$ cat config.mk
export PLATFORM = sky130hd
export DESIGN_NAME = encoder_period_speed_counter
export DESIGN_NICKNAME = d
export VERILOG_FILES = /design/src/epsc_pkg.sv /design/src/epsc_ctrl.sv /design/src/epsc_dpath.sv /design/src/encoder_period_speed_counter.sv
export VERILOG_INCLUDE_DIRS = /design/src /design/src/src
export SDC_FILE = /design/constraint.sdc
export NUM_CORES = 1
export LEC_CHECK = 0
export ABC_AREA = 1
export BUFFER_PORTS_ARGS = -buffer_cell sky130_fd_sc_hd__buf_2
export CORE_ASPECT_RATIO = 0.75
export CORE_MARGIN = 5
export CORE_UTILIZATION = 49
export DETAILED_ROUTE_END_ITERATION = 16
export MAX_ROUTING_LAYER = met4
export PLACE_DENSITY = 0.74
export SYNTH_ARGS = -nofsm -noshare
export SYNTH_HDL_FRONTEND = slang
export SYNTH_HIERARCHICAL = 1
export SYNTH_SLANG_ARGS = --single-unit
export TNS_END_PERCENT = 1
$ cat constraint.sdc
create_clock -name clock -period 4 [get_ports clock]
set_input_delay 0.2 -clock clock [delete_from_list [all_inputs] [get_ports clock]]
set_output_delay 0.2 -clock clock [all_outputs]
set_load 0.005 [all_outputs]
$ cat src/encoder_period_speed_counter_macros.svh
// assertion macros for the encoder period speed counter
// no dependencies; included by the top level
`ifndef ENCODER_PERIOD_SPEED_COUNTER_MACROS_SVH
`define ENCODER_PERIOD_SPEED_COUNTER_MACROS_SVH
`ifndef NO_ASSERTIONS
// same-cycle implication
`define EPSC_ASSERT_IMPL(label, clk, rst, pre, post) \
   label: assert property (@(posedge clk) disable iff (rst) (pre) |-> (post)) \
      else $error("assertion failed: same-cycle implication");
// next-cycle implication
`define EPSC_ASSERT_NEXT(label, clk, rst, pre, post) \
   label: assert property (@(posedge clk) disable iff (rst) (pre) |=> (post)) \
      else $error("assertion failed: next-cycle implication");
`else
`define EPSC_ASSERT_IMPL(label, clk, rst, pre, post)
`define EPSC_ASSERT_NEXT(label, clk, rst, pre, post)
`endif
`endif

$ cat src/epsc_pkg.sv
// shared types and constants of the encoder period speed counter
// no dependencies
package epsc_pkg;
   localparam int SPEED_W     = 20;
   localparam int TIME_W      = 32;
   localparam int COUNT_W     = 32;
   localparam int CSR_INDEX_W = 2;
   localparam int CSR_DATA_W  = 32;
   localparam int DIV_STEPS   = SPEED_W;
   localparam int STEP_W      = $clog2(DIV_STEPS);

   localparam logic [CSR_INDEX_W-1:0] CSR_HAS_CHANNEL_B  = 2'd0;
   localparam logic [CSR_INDEX_W-1:0] CSR_TICKS_PER_SEC  = 2'd1;

   localparam logic OP_EDGE = 1'b0;
   localparam logic OP_LOAD = 1'b1;

   localparam logic [SPEED_W-1:0] TICKS_RESET = 20'd1000000;

   // controller to datapath commands
   typedef struct packed {
      logic accept;    // take the request beat
      logic div_step;  // one restoring division step
      logic div_last;  // final step, write the speed
      logic emit;      // load the response register
   } cmd_type;

   // datapath to controller status
   typedef struct packed {
      logic need_div;  // request beat needs a division
   } status_type;
endpackage

$ cat src/epsc_ctrl.sv
// controller state machine of the encoder period speed counter
// depends on epsc_pkg
module epsc_ctrl (
   input  logic                clock,
   input  logic                reset,
   input  logic                req_valid,
   output logic                req_ready,
   output logic                rsp_valid,
   input  logic                rsp_ready,
   input  epsc_pkg::status_type status,
   output epsc_pkg::cmd_type    cmd
);
   localparam logic [1:0] ST_IDLE = 2'd0;
   localparam logic [1:0] ST_DIV  = 2'd1;
   localparam logic [1:0] ST_DONE = 2'd2;

   logic [1:0]                  state_ff, state_in;
   logic [epsc_pkg::STEP_W-1:0] step_ff, step_in;
   logic                        rsp_valid_ff, rsp_valid_in;
   logic                        last_step;
   logic                        slot_free;

   assign last_step = (step_ff == epsc_pkg::STEP_W'(epsc_pkg::DIV_STEPS - 1));
   assign slot_free = !rsp_valid_ff || rsp_ready;

   always_comb begin
      state_in     = state_ff;
      step_in      = step_ff;
      cmd          = '0;
      req_ready    = 1'b0;
      unique case (state_ff)
         ST_IDLE: begin
            req_ready = 1'b1;
            if (req_valid) begin
               cmd.accept = 1'b1;
               step_in    = '0;
               state_in   = status.need_div ? ST_DIV : ST_DONE;
            end
         end
         ST_DIV: begin
            cmd.div_step = 1'b1;
            step_in      = step_ff + 1'b1;
            if (last_step) begin
               cmd.div_last = 1'b1;
               state_in     = ST_DONE;
            end
         end
         ST_DONE: begin
            if (slot_free) begin
               cmd.emit = 1'b1;
               state_in = ST_IDLE;
            end
         end
         default: begin
            state_in = ST_IDLE;
         end
      endcase
   end

   always_comb begin
      if (cmd.emit) begin
         rsp_valid_in = 1'b1;
      end else if (rsp_ready) begin
         rsp_valid_in = 1'b0;
      end else begin
         rsp_valid_in = rsp_valid_ff;
      end
   end

   assign rsp_valid = rsp_valid_ff;

   always_ff @(posedge clock) begin
      if (reset) begin
         state_ff     <= ST_IDLE;
         step_ff      <= '0;
         rsp_valid_ff <= 1'b0;
      end else begin
         state_ff     <= state_in;
         step_ff      <= step_in;
         rsp_valid_ff <= rsp_valid_in;
      end
   end
endmodule

$ cat src/epsc_dpath.sv
// datapath: encoder state, config registers, serial divider, response register
// depends on epsc_pkg
module epsc_dpath (
   input  logic                                clock,
   input  logic                                reset,
   input  epsc_pkg::cmd_type                   cmd,
   output epsc_pkg::status_type                status,
   input  logic                                csr_valid,
   input  logic [epsc_pkg::CSR_INDEX_W-1:0]    csr_index,
   input  logic [epsc_pkg::CSR_DATA_W-1:0]     csr_wdata,
   input  logic                                req_op,
   input  logic [epsc_pkg::TIME_W-1:0]         req_time_us,
   input  logic                                req_level_a,
   input  logic                                req_level_b,
   input  logic signed [epsc_pkg::COUNT_W-1:0] req_load_value,
   output logic [epsc_pkg::SPEED_W-1:0]        rsp_speed_pps,
   output logic                                rsp_moving_forward,
   output logic signed [epsc_pkg::COUNT_W-1:0] rsp_pulse_count,
   output logic                                rsp_speed_updated
);
   logic                                has_b_ff;
   logic [epsc_pkg::SPEED_W-1:0]        ticks_ff;
   logic                                first_ff;
   logic [epsc_pkg::TIME_W-1:0]         last_ff;
   logic [epsc_pkg::SPEED_W-1:0]        speed_ff;
   logic                                dir_ff;
   logic [epsc_pkg::COUNT_W-1:0]        count_ff;
   logic                                upd_ff;
   logic [epsc_pkg::TIME_W-1:0]         dt_ff;
   logic [epsc_pkg::TIME_W-1:0]         rem_ff;
   logic [epsc_pkg::SPEED_W-1:0]        dvd_ff;
   logic [epsc_pkg::SPEED_W-1:0]        out_speed_ff;
   logic                                out_dir_ff;
   logic [epsc_pkg::COUNT_W-1:0]        out_count_ff;
   logic                                out_upd_ff;

   logic                                dir_in;
   logic [epsc_pkg::TIME_W:0]           trial;
   logic                                fits;
   logic [epsc_pkg::TIME_W-1:0]         rem_in;
   logic [epsc_pkg::SPEED_W-1:0]        dvd_in;

   assign status.need_div = (req_op == epsc_pkg::OP_EDGE) && !first_ff
                            && (req_time_us > last_ff);

   assign dir_in = has_b_ff ? !(req_level_a ^ req_level_b) : dir_ff;

   // restoring step: shift one dividend bit into the remainder
   assign trial  = {rem_ff, dvd_ff[epsc_pkg::SPEED_W-1]} - {1'b0, dt_ff};
   assign fits   = !trial[epsc_pkg::TIME_W];
   assign rem_in = fits ? trial[epsc_pkg::TIME_W-1:0]
                        : {rem_ff[epsc_pkg::TIME_W-2:0], dvd_ff[epsc_pkg::SPEED_W-1]};
   assign dvd_in = {dvd_ff[epsc_pkg::SPEED_W-2:0], fits};

   // config registers
   always_ff @(posedge clock) begin
      if (reset) begin
         has_b_ff <= 1'b1;
         ticks_ff <= epsc_pkg::TICKS_RESET;
      end else if (csr_valid) begin
         if (csr_index == epsc_pkg::CSR_HAS_CHANNEL_B) begin
            has_b_ff <= csr_wdata[0];
         end else if (csr_index == epsc_pkg::CSR_TICKS_PER_SEC) begin
            ticks_ff <= csr_wdata[epsc_pkg::SPEED_W-1:0];
         end
      end
   end

   // encoder state
   always_ff @(posedge clock) begin
      if (reset) begin
         first_ff <= 1'b1;
         last_ff  <= '0;
         speed_ff <= '0;
         dir_ff   <= 1'b1;
         count_ff <= '0;
      end else begin
         if (cmd.accept) begin
            if (req_op == epsc_pkg::OP_LOAD) begin
               count_ff <= req_load_value;
            end else begin
               first_ff <= 1'b0;
               last_ff  <= req_time_us;
               dir_ff   <= dir_in;
               count_ff <= dir_in ? count_ff + 1'b1 : count_ff - 1'b1;
            end
         end
         if (cmd.div_last) begin
            speed_ff <= dvd_in;
         end
      end
   end

   // divider and flag registers
   always_ff @(posedge clock) begin
      if (cmd.accept) begin
         dt_ff  <= req_time_us - last_ff;
         rem_ff <= '0;
         dvd_ff <= ticks_ff;
         upd_ff <= status.need_div;
      end else if (cmd.div_step) begin
         rem_ff <= rem_in;
         dvd_ff <= dvd_in;
      end
   end

   // response register
   always_ff @(posedge clock) begin
      if (cmd.emit) begin
         out_speed_ff <= speed_ff;
         out_dir_ff   <= dir_ff;
         out_count_ff <= count_ff;
         out_upd_ff   <= upd_ff;
      end
   end

   assign rsp_speed_pps      = out_speed_ff;
   assign rsp_moving_forward = out_dir_ff;
   assign rsp_pulse_count    = out_count_ff;
   assign rsp_speed_updated  = out_upd_ff;
endmodule

$ cat src/encoder_period_speed_counter.sv
// top level of the encoder period speed counter
// depends on epsc_pkg, epsc_ctrl, epsc_dpath and the macros header
//
// channel   direction  handshake              payload
// req       in         req_valid/req_ready    op, time_us, level_a, level_b, load_value
// rsp       out        rsp_valid/rsp_ready    speed_pps, moving_forward, pulse_count,
//                                             speed_updated
// csr       in         csr_valid/csr_ready    csr_index, csr_wdata
//
// an edge beat that yields a new speed goes through accept, 20 steps of the
// radix-2 restoring divider, then the load of the response register
// other edge beats and load beats go from accept straight to that load
// the response register frees the input side: a new beat is taken while an
// earlier response still waits on rsp_ready
// synchronous active-high reset; no clearing pass, all state is in flip-flops
`include "encoder_period_speed_counter_macros.svh"
module encoder_period_speed_counter (
   input  logic                                clock,
   input  logic                                reset,
   // request channel
   input  logic                                req_valid,
   output logic                                req_ready,
   input  logic                                req_op,
   input  logic [epsc_pkg::TIME_W-1:0]         req_time_us,
   input  logic                                req_level_a,
   input  logic                                req_level_b,
   input  logic signed [epsc_pkg::COUNT_W-1:0] req_load_value,
   // response channel
   output logic                                rsp_valid,
   input  logic                                rsp_ready,
   output logic [epsc_pkg::SPEED_W-1:0]        rsp_speed_pps,
   output logic                                rsp_moving_forward,
   output logic signed [epsc_pkg::COUNT_W-1:0] rsp_pulse_count,
   output logic                                rsp_speed_updated,
   // config write channel
   input  logic                                csr_valid,
   output logic                                csr_ready,
   input  logic [epsc_pkg::CSR_INDEX_W-1:0]    csr_index,
   input  logic [epsc_pkg::CSR_DATA_W-1:0]     csr_wdata
);
   epsc_pkg::cmd_type    cmd;
   epsc_pkg::status_type status;

   // config writes are always taken
   assign csr_ready = 1'b1;

   epsc_ctrl u_ctrl (
      .clock     (clock),
      .reset     (reset),
      .req_valid (req_valid),
      .req_ready (req_ready),
      .rsp_valid (rsp_valid),
      .rsp_ready (rsp_ready),
      .status    (status),
      .cmd       (cmd)
   );

   epsc_dpath u_dpath (
      .clock              (clock),
      .reset              (reset),
      .cmd                (cmd),
      .status             (status),
      .csr_valid          (csr_valid),
      .csr_index          (csr_index),
      .csr_wdata          (csr_wdata),
      .req_op             (req_op),
      .req_time_us        (req_time_us),
      .req_level_a        (req_level_a),
      .req_level_b        (req_level_b),
      .req_load_value     (req_load_value),
      .rsp_speed_pps      (rsp_speed_pps),
      .rsp_moving_forward (rsp_moving_forward),
      .rsp_pulse_count    (rsp_pulse_count),
      .rsp_speed_updated  (rsp_speed_updated)
   );

   // the response register is loaded only when it is empty or being drained
   `EPSC_ASSERT_IMPL(a_emit_slot_free, clock, reset, cmd.emit, !rsp_valid || rsp_ready)
   // an accepted beat makes the block busy in the cycle after it
   `EPSC_ASSERT_NEXT(a_busy_after_accept, clock, reset, req_valid && req_ready, !req_ready)
   // no division step runs while requests are taken
   `EPSC_ASSERT_IMPL(a_no_accept_in_div, clock, reset, cmd.div_step, !req_ready)
endmodule
# Word level (Yosys, flattened, before mapping)

Cells that the tools add are included.

Add/subtract/negate cells: 5
$lt $le $gt $ge: 1
Equal/unequal tests: 7
Multiplexer cells: 22
Bitwise gates (word level): 3
Reduce and logical (&&, ||, !) cells: 17

Operators with widths:

| operator                                                                | number |
|---|---|
| 32-bit 2-to-1 mux                                                       | 3 |
| 20-bit 2-to-1 mux                                                       | 2 |
| 33-bit by 32-bit subtractor with 33-bit output                          | 1 |
| 32-bit by 1-bit adder with 32-bit output, second input constant         | 1 |
| 32-bit > comparator                                                     | 1 |
| 32-bit by 1-bit subtractor with 32-bit output, second input constant    | 1 |
| 32-bit subtractor                                                       | 1 |
| 2-bit 2-to-1 mux                                                        | 5 |
| 5-bit case mux with 2 select lines                                      | 1 |
| 1-bit 2-to-1 mux                                                        | 9 |
| 2-bit case mux with 3 select lines                                      | 1 |
| 2-bit AND reduction                                                     | 3 |
| 3-bit AND reduction                                                     | 2 |
| 2-bit nonzero test                                                      | 3 |
| 5-bit by 1-bit adder with 5-bit output, second input constant           | 1 |
| 5-bit equality test, second input constant                              | 1 |
| 5-bit 2-to-1 mux                                                        | 1 |
| 2-bit by 1-bit equality test with 1-bit output, second input constant   | 2 |
| 1-bit logical NOT                                                       | 4 |
| 2-bit logical NOT                                                       | 2 |
| 2-bit by 1-bit inequality test with 1-bit output, second input constant | 2 |
| 2-bit equality test, second input constant                              | 1 |
| 1-bit logical AND                                                       | 2 |
| 2-bit inequality test, second input constant                            | 1 |
| 3 further kinds                                                         | 4 |

Flip-flop bits (word level): 254
Input bits: 106

# Longest topological paths before layout

Gate-level depths: netlist (run 1).

Word-level depth: 6
Gate-level depth with buffers: 19

# By module

The synthesis (run 1) kept the hierarchy.

Modules (own cells, without submodules):

| module                       | times used | cells each | area an instance (um^2) |
|---|---|---|---|
| epsc_dpath                   | 1          | 1959       | 14488.9 |
| epsc_ctrl                    | 1          | 62         | 425.4 |
| encoder_period_speed_counter | 1          | 2          | 11.3 |

# Least setup slack after synthesis (run 1)

OpenSTA, ideal clock, no wires.

Path kind: flip-flop to flip-flop
Start: reg u_ctrl.state_ff[1]
End: reg u_dpath/last_ff[24] (netlist name)
Arrival: 4151 ps
Required time: 3872 ps
Setup slack: -279 ps
Cell stages (with the launch flop): 8
Path buffers: 1
Period minus slack after synthesis: 4279 ps
Cell sequence: dfxtp_1 nor3_1 inv_2 nor2_1 clkinv_1 clkbuf_1 o21ai_0 a21oi_1

RTL lines:

| item                   | RTL line         | text |
|---|---|---|
| from (decl)            | epsc_ctrl.sv:17  | `logic [1:0] state_ff, state_in;` |
| from (signal assigned) | epsc_ctrl.sv:78  | `state_ff <= state_in;` |
| to (signal assigned)   | epsc_dpath.sv:83 | `last_ff <= req_time_us;` |
| to (decl)              | epsc_dpath.sv:24 | `logic [epsc_pkg::TIME_W-1:0] last_ff;` |

# Worst setup path in the final report (run 1)

Start: in req_time_us[0] (netlist name)
End: reg u_ctrl.state_ff[1]

Word-level cells in the longest chain between the ends: 5

RTL lines:

| item                               | RTL line                           | text |
|---|---|---|
| from (decl)                        | encoder_period_speed_counter.sv:24 | `input logic [epsc_pkg::TIME_W-1:0] req_time_us,` |
| 32-bit > comparator                | epsc_dpath.sv:44                   | `&& (req_time_us > last_ff);` |
| 1-bit logical AND                  | epsc_dpath.sv:44                   |  |
| via status                         | encoder_period_speed_counter.sv:42 | `epsc_pkg::status_type status;` |
| 2-bit 2-to-1 mux                   | epsc_ctrl.sv:37                    | `state_in = status.need_div ? ST_DIV : ST_DONE;` |
| 2-bit 2-to-1 mux                   | epsc_ctrl.sv:34                    | `if (req_valid) begin` |
| 2-bit case mux with 3 select lines | epsc_ctrl.sv:31                    | `unique case (state_ff)` |

The timed path passes the listed nets, and every way through them passes these cells. The select of a mux whose other input is x is not followed.
A chain may end at the register's enable or synchronous reset.

==> results of run 1 <==
==> power by group through the flow <==
stage	Combinational [mW]	Clock, mW	Sequential, mW
floorplan	1.17	0	3.10
CTS	1.68	2.49	3.08
finish	1.70	2.42	3.08
global placement	1.59	0	3.13
detailed placement	1.62	0	3.13
global route	1.91	2.60	3.11
==> cells in the mapped netlist, types with 2 or more instances <==
library cell / number / area (um2)
nand2_2: 19 / 119
o211ai_1: 11 / 82.6
a211oi_1: 3 / 22.5
ha_1: 66 / 826
nor2_2: 12 / 75.1
a21oi_1: 155 / 776
nand2_1: 506 / 1900
nor2_1: 244 / 916
nand2_4: 2 / 22.5
buf_1: 5 / 18.8
a31oi_1: 6 / 37.5
edfxtp_1: 107 / 3210
nand3_1: 90 / 450
a21boi_1: 2 / 15.0
o21ai_2: 2 / 17.5
a41oi_1: 11 / 96.3
o21a_1: 9 / 67.6
buf_6: 2 / 22.5
nand3b_1: 4 / 30.0
nor4_1: 2 / 12.5
inv_1: 242 / 908
buf_2: 7 / 35.0
xnor2_1: 22 / 193
nand4_1: 12 / 75.1
buf_4: 6 / 45.0
fa_1: 2 / 40.0
clkbuf_1: 42 / 158
nor3_1: 10 / 50.1
inv_2: 7 / 26.3
o22ai_1: 6 / 37.5
a221oi_1: 2 / 17.5
o21ai_1: 16 / 80.1
a21boi_0: 6 / 45.0
a21o_1: 8 / 60.1
and2_1: 6 / 37.5
xor2_1: 44 / 385
clkinv_1: 4 / 15.0
o41ai_1: 15 / 131
o21bai_1: 9 / 67.6
dfxtp_1: 147 / 2940
a21oi_2: 4 / 35.0
o21ai_0: 136 / 681
==> worst max path at each step <==
| stage | startpoint | end | slack [ns] |
|---|---|---|---|
| CTS | req_time_us[0] | u_ctrl/state_ff[1] | 0.86 |
| finish | req_time_us[0] | u_ctrl/state_ff[1] | 0.80 |
| detailed placement | req_time_us[0] | u_ctrl/state_ff[1] | 0.81 |
| global route | req_time_us[0] | u_ctrl/state_ff[1] | 0.48 |
| floorplan | u_ctrl/state_ff[1] | u_dpath/last_ff[24] | 0.91 |
| global placement | req_time_us[0] | u_ctrl/state_ff[1] | 0.88 |
==> flip-flops by register name (all words and copies together), names as in the netlist <==
register and flops:
u_dpath/rem_ff 32, u_dpath/last_ff 32, u_dpath/dt_ff 32, u_ctrl/state_ff 2
u_dpath/speed_ff 20, u_dpath/first_ff 1, u_dpath/has_b_ff 1, u_dpath/upd_ff 1
u_dpath/rsp_pulse_count 32, u_dpath/ticks_ff 20, u_ctrl/step_ff 5, u_dpath/dir_ff 1
u_dpath/rsp_speed_updated 1, u_dpath/dvd_ff 20, u_dpath/count_ff 32, u_dpath/rsp_moving_forward 1
u_dpath/rsp_speed_pps 20, u_ctrl/rsp_valid 1
==> timing repair <==
action,4_1_cts,5_1_grt
setup endpoints to repair,0,0
resized for setup,0,0
hold buffers,63,0
endpoints found under the hold margin,62,0
==> routing by layer <==
| metal | GRT usage | wire length [um] | vias to the layer above |
|---|---|---|---|
| met4 | 0.0492 | 850 | 0 |
| li1 | - | - | 7021 |
| met2 | 0.354 | 17100 | 463 |
| met1 | 0.354 | 19900 | 6475 |
| met3 | 0.0373 | 2840 | 63 |
| met5 | - | 0 | - |
==> cells in the final DEF (no fill, tap or decap), drive strengths merged, types with 6 or more instances in the layout <==
cell type    Yosys  routed
and2             6       6
xor2            45      45
edfxtp         107     107
dfxtp          147     147
nor2           257     257
clkbuf          42      36
buf             21     161
inv            249     252
o211ai          11      11
nor3            10      10
a21o             8       8
xnor2           22      22
a41oi           11      11
nand2          528     528
o21a             9       9
o21bai           9       9
a21oi          159     159
a31oi            6       6
o22ai            6       6
a21boi           8       8
o21ai          154     154
nand3           91      91
clkinv           4      14
dlygate4sd3      0      63
nand4           12      12
o41ai           15      15
ha              66      66
==> critical path, cell delays in order <==
cell           delay [ns]
dlygate4sd3_1        0.52
buf_2                0.10
inv_1                0.05
ha_1                 0.22
fa_1                 0.41
nor2_1               0.12
a211oi_1             0.09
o21ai_1              0.33
a31oi_1              0.22
o21ai_0              0.44
a21oi_1              0.17
nor4_1               0.23
buf_4                0.19
a21oi_1              0.06
nand2_1              0.09
nor2_1               0.04
nor2_1               0.10
nor2_1               0.04
==> final cells by class <==
type	instances	area, um2
clock buffers	36	749
multi-input cells	1453	7540
clock inverters	14	106
inverters	253	950
flip-flops and latches	254	6160
well taps	399	499
fillers	2721	12600
repair buffers	224	1470
==> kinds of logic after synthesis <==
kind of cell | Yosys count | synth area share
flops | 254 | 0.412
xor+xnor | 67 | 0.0406
simple gates | 913 | 0.251
other cells | 1 | 0.000251
fa+ha+maj | 68 | 0.0580
buf+inv | 316 | 0.0837
compound gates | 404 | 0.154
==> stage by stage <==
step | instances | power, mW
floorplan | 2023 | 4.27
detailed placement | 2520 | 4.75
global placement | 2520 | 4.72
CTS | 2633 | 7.24
global route | 2633 | 7.61
finish | 2633 | 7.20
==> metrics.md, run 1 <==
| Metric | Value |
|---|---|
| Period utilization | `0.801` |
| RSZ-0062 raised after global routing | `false` |
| R2r setup slk | `0.84 ns` |
| Pre-CTS WS | `0.813 ns` |
| Crit end category | `register` |
| Router iterations before antenna repair | `6` |
| Kind of critical path | `input port to register` |
| Ports | `163` |
| Area Overhead vs Synth | `17.0%` |
| DRC marker count from the first detailed-route iteration | `1257` |
| Die Y | `161 um` |
| N_diodes | `0` |
| Final hold slack | `0.00166 ns` |
| Horiz. Die Dim | `212 um` |
| Worst Hold Launch | `req_time_us[11]` |
| Combinational power share | `0.236` |
| Flops & latches, synth | `254` |
| Number of synthesized flops with an enable pin | `107` |
| Mean area per synthesized cell | `7.38 um2` |
| Avg WL per Cell | `15.5 um` |
| Synth Instances | `2023` |
| Vias in the first global route | `13200` |
| Fin Setup TNS | `0 ns` |
| WHS Path Cells | `3` |
| Crit path launch type | `input port` |
| Worst min-delay path class | `input port to register` |
| Initial antenna violation count | `0` |
| Sequential share of the synthesized area | `0.412` |
| Grt total ovfl | `0` |
| GP Congestion | `0.937` |
| Max frequency | `0.312 GHz` |
| Share of layout cells above drive strength 1 | `0.116` |
| Yosys warning count | `6` |
| Die area | `34100 um2` |
| Port buffer count | `149` |
| H-Tree Level Count | `1` |
| Clock skew | `0.0229 ns` |
| Final WS setup | `0.797 ns` |
| # setup viols final | `0` |
| Worst Hold End | `u_dpath/last_ff[11]` |
| Clk buf depth | `3` |
| Switch Pwr | `2.26 mW` |
| Core footprint | `30100 um2` |
| Clk_lat worst skew | `0.56 ns` |
| Critical Path RT | `4.43 ns` |
| Global-route wire length before repair | `66800 um` |
| Synth Net Count | `2197` |
| Vias | `14000` |
| CTS tree | `built` |
| Leak pwr | `7.88 nW` |
| Synthesized area | `14900 um2` |
| Status | `finished, final reports clean` |
| TritonCTS Sinks | `254` |
| CP arrival | `3.63 ns` |
| Internal power | `4.94 mW` |
| Asr flop ratio synth | `0` |
| Final min period | `3.20 ns` |
| GR Util All Layers | `0.241` |
| R2R depth | `15` |
| Site Rows | `55` |
| Critical R2R Launch | `u_dpath/last_ff[0]` |
| DP Area | `16000 um2` |
| Final Hold Fails | `0` |
| Ys flop type | `dfxtp_1` |
| Detailed-route DRC error count | `0` |
| Detail Route Antenna Nets | `0` |
| CP max FO | `4` |
| Total routed wirelength | `40700 um` |
| Detailed placement HPWL | `29400 um` |
| Clock power share | `0.336` |
| Clock Pin Slew Worst Setup and Hold Paths | `0.06 ns` |
| Final #Nets | `2387` |
| Finished Cell Area | `17500 um2` |
| Sw Ratio | `0.314` |
| Num CTS Buffers | `27` |
| Initial core utilization | `0.496` |
| Worst Max-Slew Pin Slew | `1.20 ns` |
| Largest net degree at the start of global routing | `81` |
| Via density per instance | `5.33` |
| Max cap viols | `0` |
| Reg-to-reg endpoint | `u_ctrl/state_ff[1]` |
| Worst slew margin | `0.198` |
| Fin. max-slew vios | `0` |
| VDD IR max | `324 uV` |
| Reg power frac | `0.428` |
| Pwr per Cell Area | `412 nW/um2` |
| Root Buffer | `clkbuf_16` |
| Library cells used by synthesis | `54` |
| Post-layout util | `0.581` |
| Postcts setup bufs | `0` |
Note: power is estimated with default switching activity, not from simulation.
==> run 2: changes to the inputs <==
- ABC_AREA: 1 -> 0
- PLACE_DENSITY: 0.74 -> 0.72
- clock period: 4 -> 3.25 ns (I/O delays scaled with it)
==> metrics.md, run 2 <==
| Metric | Value |
|---|---|
| Status | `finished, final reports clean (unchanged)` |
| Core footprint | `29100 um2 (was 30100 um2)` |
| Share of layout cells above drive strength 1 | `0.182 (was 0.116)` |
| Sw Ratio | `0.291 (was 0.314)` |
| Reg-to-reg endpoint | `u_dpath/rem_ff[5] (was u_ctrl/state_ff[1])` |
| Largest net degree at the start of global routing | `129 (was 81)` |
| Final min period | `3.21 ns` |
| Reg power frac | `0.432 (was 0.428)` |
| Crit path launch type | `register (was input port)` |
| Critical Path RT | `3.70 ns (was 4.43 ns)` |
| Met1 Use GR | `0.351 (was 0.354)` |
| Clk_lat worst skew | `0.56 ns (about the same)` |
| Worst Max-Slew Pin Slew | `0.956 ns (was 1.20 ns)` |
| CP arrival | `3.66 ns (was 3.63 ns)` |
| Pwr per Cell Area | `484 nW/um2 (was 412 nW/um2)` |
| Total routed wirelength | `39600 um (was 40700 um)` |
| Number of synthesized flops with an enable pin | `107 (unchanged)` |
| Router iterations before antenna repair | `7 (was 6)` |
| Internal power | `6.07 mW (was 4.94 mW)` |
| Total power | `8.57 mW (was 7.20 mW)` |
| Fill cell count | `2443 (was 2721)` |
| CP max FO | `4 (unchanged)` |
| RSZ-0062 raised after global routing | `true (was false)` |
| Yosys warning count | `6 (unchanged)` |
| Worst min-delay path class | `input port to register (unchanged)` |
| Kind of critical path | `register to register (was input port to register)` |
| Top cell type's share of synthesized area | `0.223 (was 0.215)` |
| Root Buffer | `clkbuf_16 (unchanged)` |
| Top Usage Layer GRT | `met1 (was met2)` |
| Clock Pin Slew Worst Setup and Hold Paths | `0.06 ns (about the same)` |
| Max cap viols | `0 (unchanged)` |
| Clock power share | `0.349 (was 0.336)` |
| Detail Route Antenna Nets | `0 (unchanged)` |
| Synth Net Count | `1787 (was 2197)` |
| TritonCTS Sinks | `254 (unchanged)` |
| Critical R2R Launch | `u_dpath/dt_ff[0] (was u_dpath/last_ff[0])` |
| Most frequent cell after synthesis | `nand2_1 (unchanged)` |
| Switch Pwr | `2.50 mW (was 2.26 mW)` |
| Synth top cells by count | `nand2_1 (186), dfxtp_1 (147), nor2_1 (138) (was nand2_1 (506), nor2_1 (244), inv_1 (242))` |
| Period utilization | `0.988` |
| R2r setup slk | `0.04 ns (was 0.84 ns)` |
| Worst Hold End | `u_dpath/count_ff[16] (was u_dpath/last_ff[11])` |
| Area leader, netlist | `edfxtp_1 (unchanged)` |
| Final Hold Fails | `0 (unchanged)` |
| Final #Nets | `2024 (was 2387)` |
| Worst slew margin | `0.361 (was 0.198)` |
| Initial core utilization | `0.497 (was 0.496)` |
| GR Util met3 | `0.0351 (was 0.0373)` |
| Commonest non-fill, non-tap cell in the layout | `nand2_1 (unchanged)` |
| Horiz. Die Dim | `208 um (was 212 um)` |
| Detailed placement HPWL | `26900 um (was 29400 um)` |
| Initial antenna violation count | `1 (was 0)` |
| Avg WL per Cell | `17.5 um (was 15.5 um)` |
| Fin. max-slew vios | `0 (unchanged)` |
| Area Overhead vs Synth | `22.8% (was 17.0%)` |
| DRC marker count from the first detailed-route iteration | `1079 (was 1257)` |
| Detailed-route DRC error count | `0 (unchanged)` |
| Crit end category | `register (unchanged)` |
| Grt total ovfl | `0 (unchanged)` |
| Sequential share of the synthesized area | `0.427 (was 0.412)` |
| Library cells used by synthesis | `89 (was 54)` |
| Die area | `33000 um2 (was 34100 um2)` |
| Dominant cells by area after synthesis | `edfxtp_1 (22%), dfxtp_1 (20%), ha_1 (5.7%) (was edfxtp_1 (22%), dfxtp_1 (20%), nand2_1 (13%))` |
| Ports | `163 (unchanged)` |
| WHS Path Cells | `4 (was 3)` |
| CP Launch Point | `u_dpath/dt_ff[0] (was req_time_us[0])` |
| Vias in the first global route | `12200 (was 13200)` |
| R2R depth | `11 (was 15)` |
| Clk buf depth | `3 (unchanged)` |
| Highest-count cells in the layout ignoring fill and taps | `nand2_1 (186), buf_2 (148), dfxtp_1 (146), nor2_1 (136), a21oi_1 (120) (was nand2_1 (506), nor2_1 (244), inv_1 (242), a21oi_1 (155), buf_2 (149))` |
| Global-route wire length before repair | `63600 um (was 66800 um)` |
| Synth Instances | `1613 (was 2023)` |
| Combinational power share | `0.219 (was 0.236)` |
| Post-layout util | `0.610 (was 0.581)` |
| Mean area per synthesized cell | `8.95 um2 (was 7.38 um2)` |
| GR Util All Layers | `0.238 (was 0.241)` |
| Vias | `13100 (was 14000)` |
| Ys flop type | `dfxtp_1 (unchanged)` |
| GP Congestion | `0.922 (was 0.937)` |
| # setup viols final | `0 (unchanged)` |
| Met2 Usage GRT | `0.344 (was 0.354)` |
| Via density per instance | `5.77 (was 5.33)` |
| Asr flop ratio synth | `0 (unchanged)` |
| CTS tree | `built (unchanged)` |
| Max frequency | `0.311 GHz` |
| Num CTS Buffers | `26 (was 27)` |
| Die Y | `159 um (was 161 um)` |
| Port buffer count | `149 (unchanged)` |
| Worst Hold Launch | `req_load_value[16] (was req_time_us[11])` |
| Leak pwr | `7.01 nW (was 7.88 nW)` |
| Flops & latches, synth | `254 (unchanged)` |
| Site Rows | `54 (was 55)` |
| Clock skew | `0.0263 ns (was 0.0229 ns)` |
| H-Tree Level Count | `1 (unchanged)` |
| Synthesized area | `14400 um2 (was 14900 um2)` |
| VDD IR max | `487 uV (was 324 uV)` |
| Final hold slack | `0.0231 ns (was 0.00166 ns)` |
## run 2: changes by cell type after synthesis, moves of 29 or more
cell / delta
nand3_1: -33
a21o_1: +29
a21oi_1: -31
o21ai_0: -52
xor2_1: -29
inv_1: -149
nor2_1: -106
nand2_1: -320
a311oi_1: +29
mux2i_1: +31
## run 2: final cells by class
| cell class | instances | area [um2] | area share |
|---|---|---|---|
| clock inverter | 15 | 126 | 0.00713 |
| timing repair buffer | 298 | 2140 | 0.121 |
| clock buffer | 33 | 738 | 0.0417 |
| inverter | 95 | 357 | 0.0201 |
| sequential | 254 | 6160 | 0.348 |
| antenna | 1 | 2.50 | 0.000141 |
| tap | 392 | 490 | 0.0277 |
| multi-input combinational | 1175 | 7700 | 0.435 |
## run 2: how the worst max path moves through the flow
stage,endpoint,cells after the start
after floorplan,u_dpath/count_ff[28],14
after global placement,u_ctrl/state_ff[0],17
after detailed placement,u_dpath/rem_ff[5],11
after CTS,u_dpath/rem_ff[11],13
after global routing,u_dpath/rem_ff[5],13
final,u_dpath/rem_ff[5],11
## run 2: power by group through the flow
| stage | clock network, mW | registers (mW) | logic (mW) |
|---|---|---|---|
| 3_3_place_gp | 0 | 3.76 | 1.69 |
| 6_report | 2.99 | 3.70 | 1.88 |
| 4_1_cts | 3.05 | 3.70 | 1.81 |
| 3_5_place_dp | 0 | 3.76 | 1.72 |
| 5_1_grt | 3.20 | 3.72 | 2.06 |
| 2_1_floorplan | 0 | 3.72 | 1.23 |
## run 2: timing repair
item                                    CTS  global route
gates resized for setup                   3            35
buffers inserted                          2             0
pin swaps                                 2             7
hold endpoints to repair                 82             0
gates cloned                              0             1
hold buffers                             82             0
endpoints found under the setup margin   20            37
## run 2: kinds of logic after synthesis
family	Yosys count	synth area share
and+or+nand+nor	561	0.186
adders and majority gates	68	0.0600
buffers and inverters	184	0.0528
muxes	50	0.0363
DFF	254	0.427
AOI/OAI and AO/OA	438	0.204
other	1	0.000260
xor gates and xnor gates	57	0.0346
## run 2: stage by stage
stage | setup WS [ns] | setup TNS, ns | std cells | cell area (um2)
detailed placement | -0.0868 | -0.189 | 2129 | 15800
finish | 0.0389 | 0 | 2263 | 17700
CTS | -0.00852 | -0.0101 | 2261 | 17500
global placement | 0.0112 | 0 | 2129 | 15800
floorplan | 0.0396 | 0 | 1613 | 14400
global route | -0.0999 | -0.769 | 2263 | 17700
## run 2: critical path, stage by stage (launching register included)
cell	delay [ns]
edfxtp_1	0.37
ha_2	0.20
fa_2	0.36
nor2b_2	0.14
o2111ai_1	0.11
and3_4	0.22
o31ai_4	0.28
a41o_2	0.31
o2111a_2	0.26
nor3_2	0.09
or4_1	0.52
a311oi_1	0.27
## run 2: metal layers
metal  share of wire  up-vias
met5               0        -
met4           0.023        0
met3           0.069       67
met2            0.43      482
met1            0.48     6146
li1                -     6366
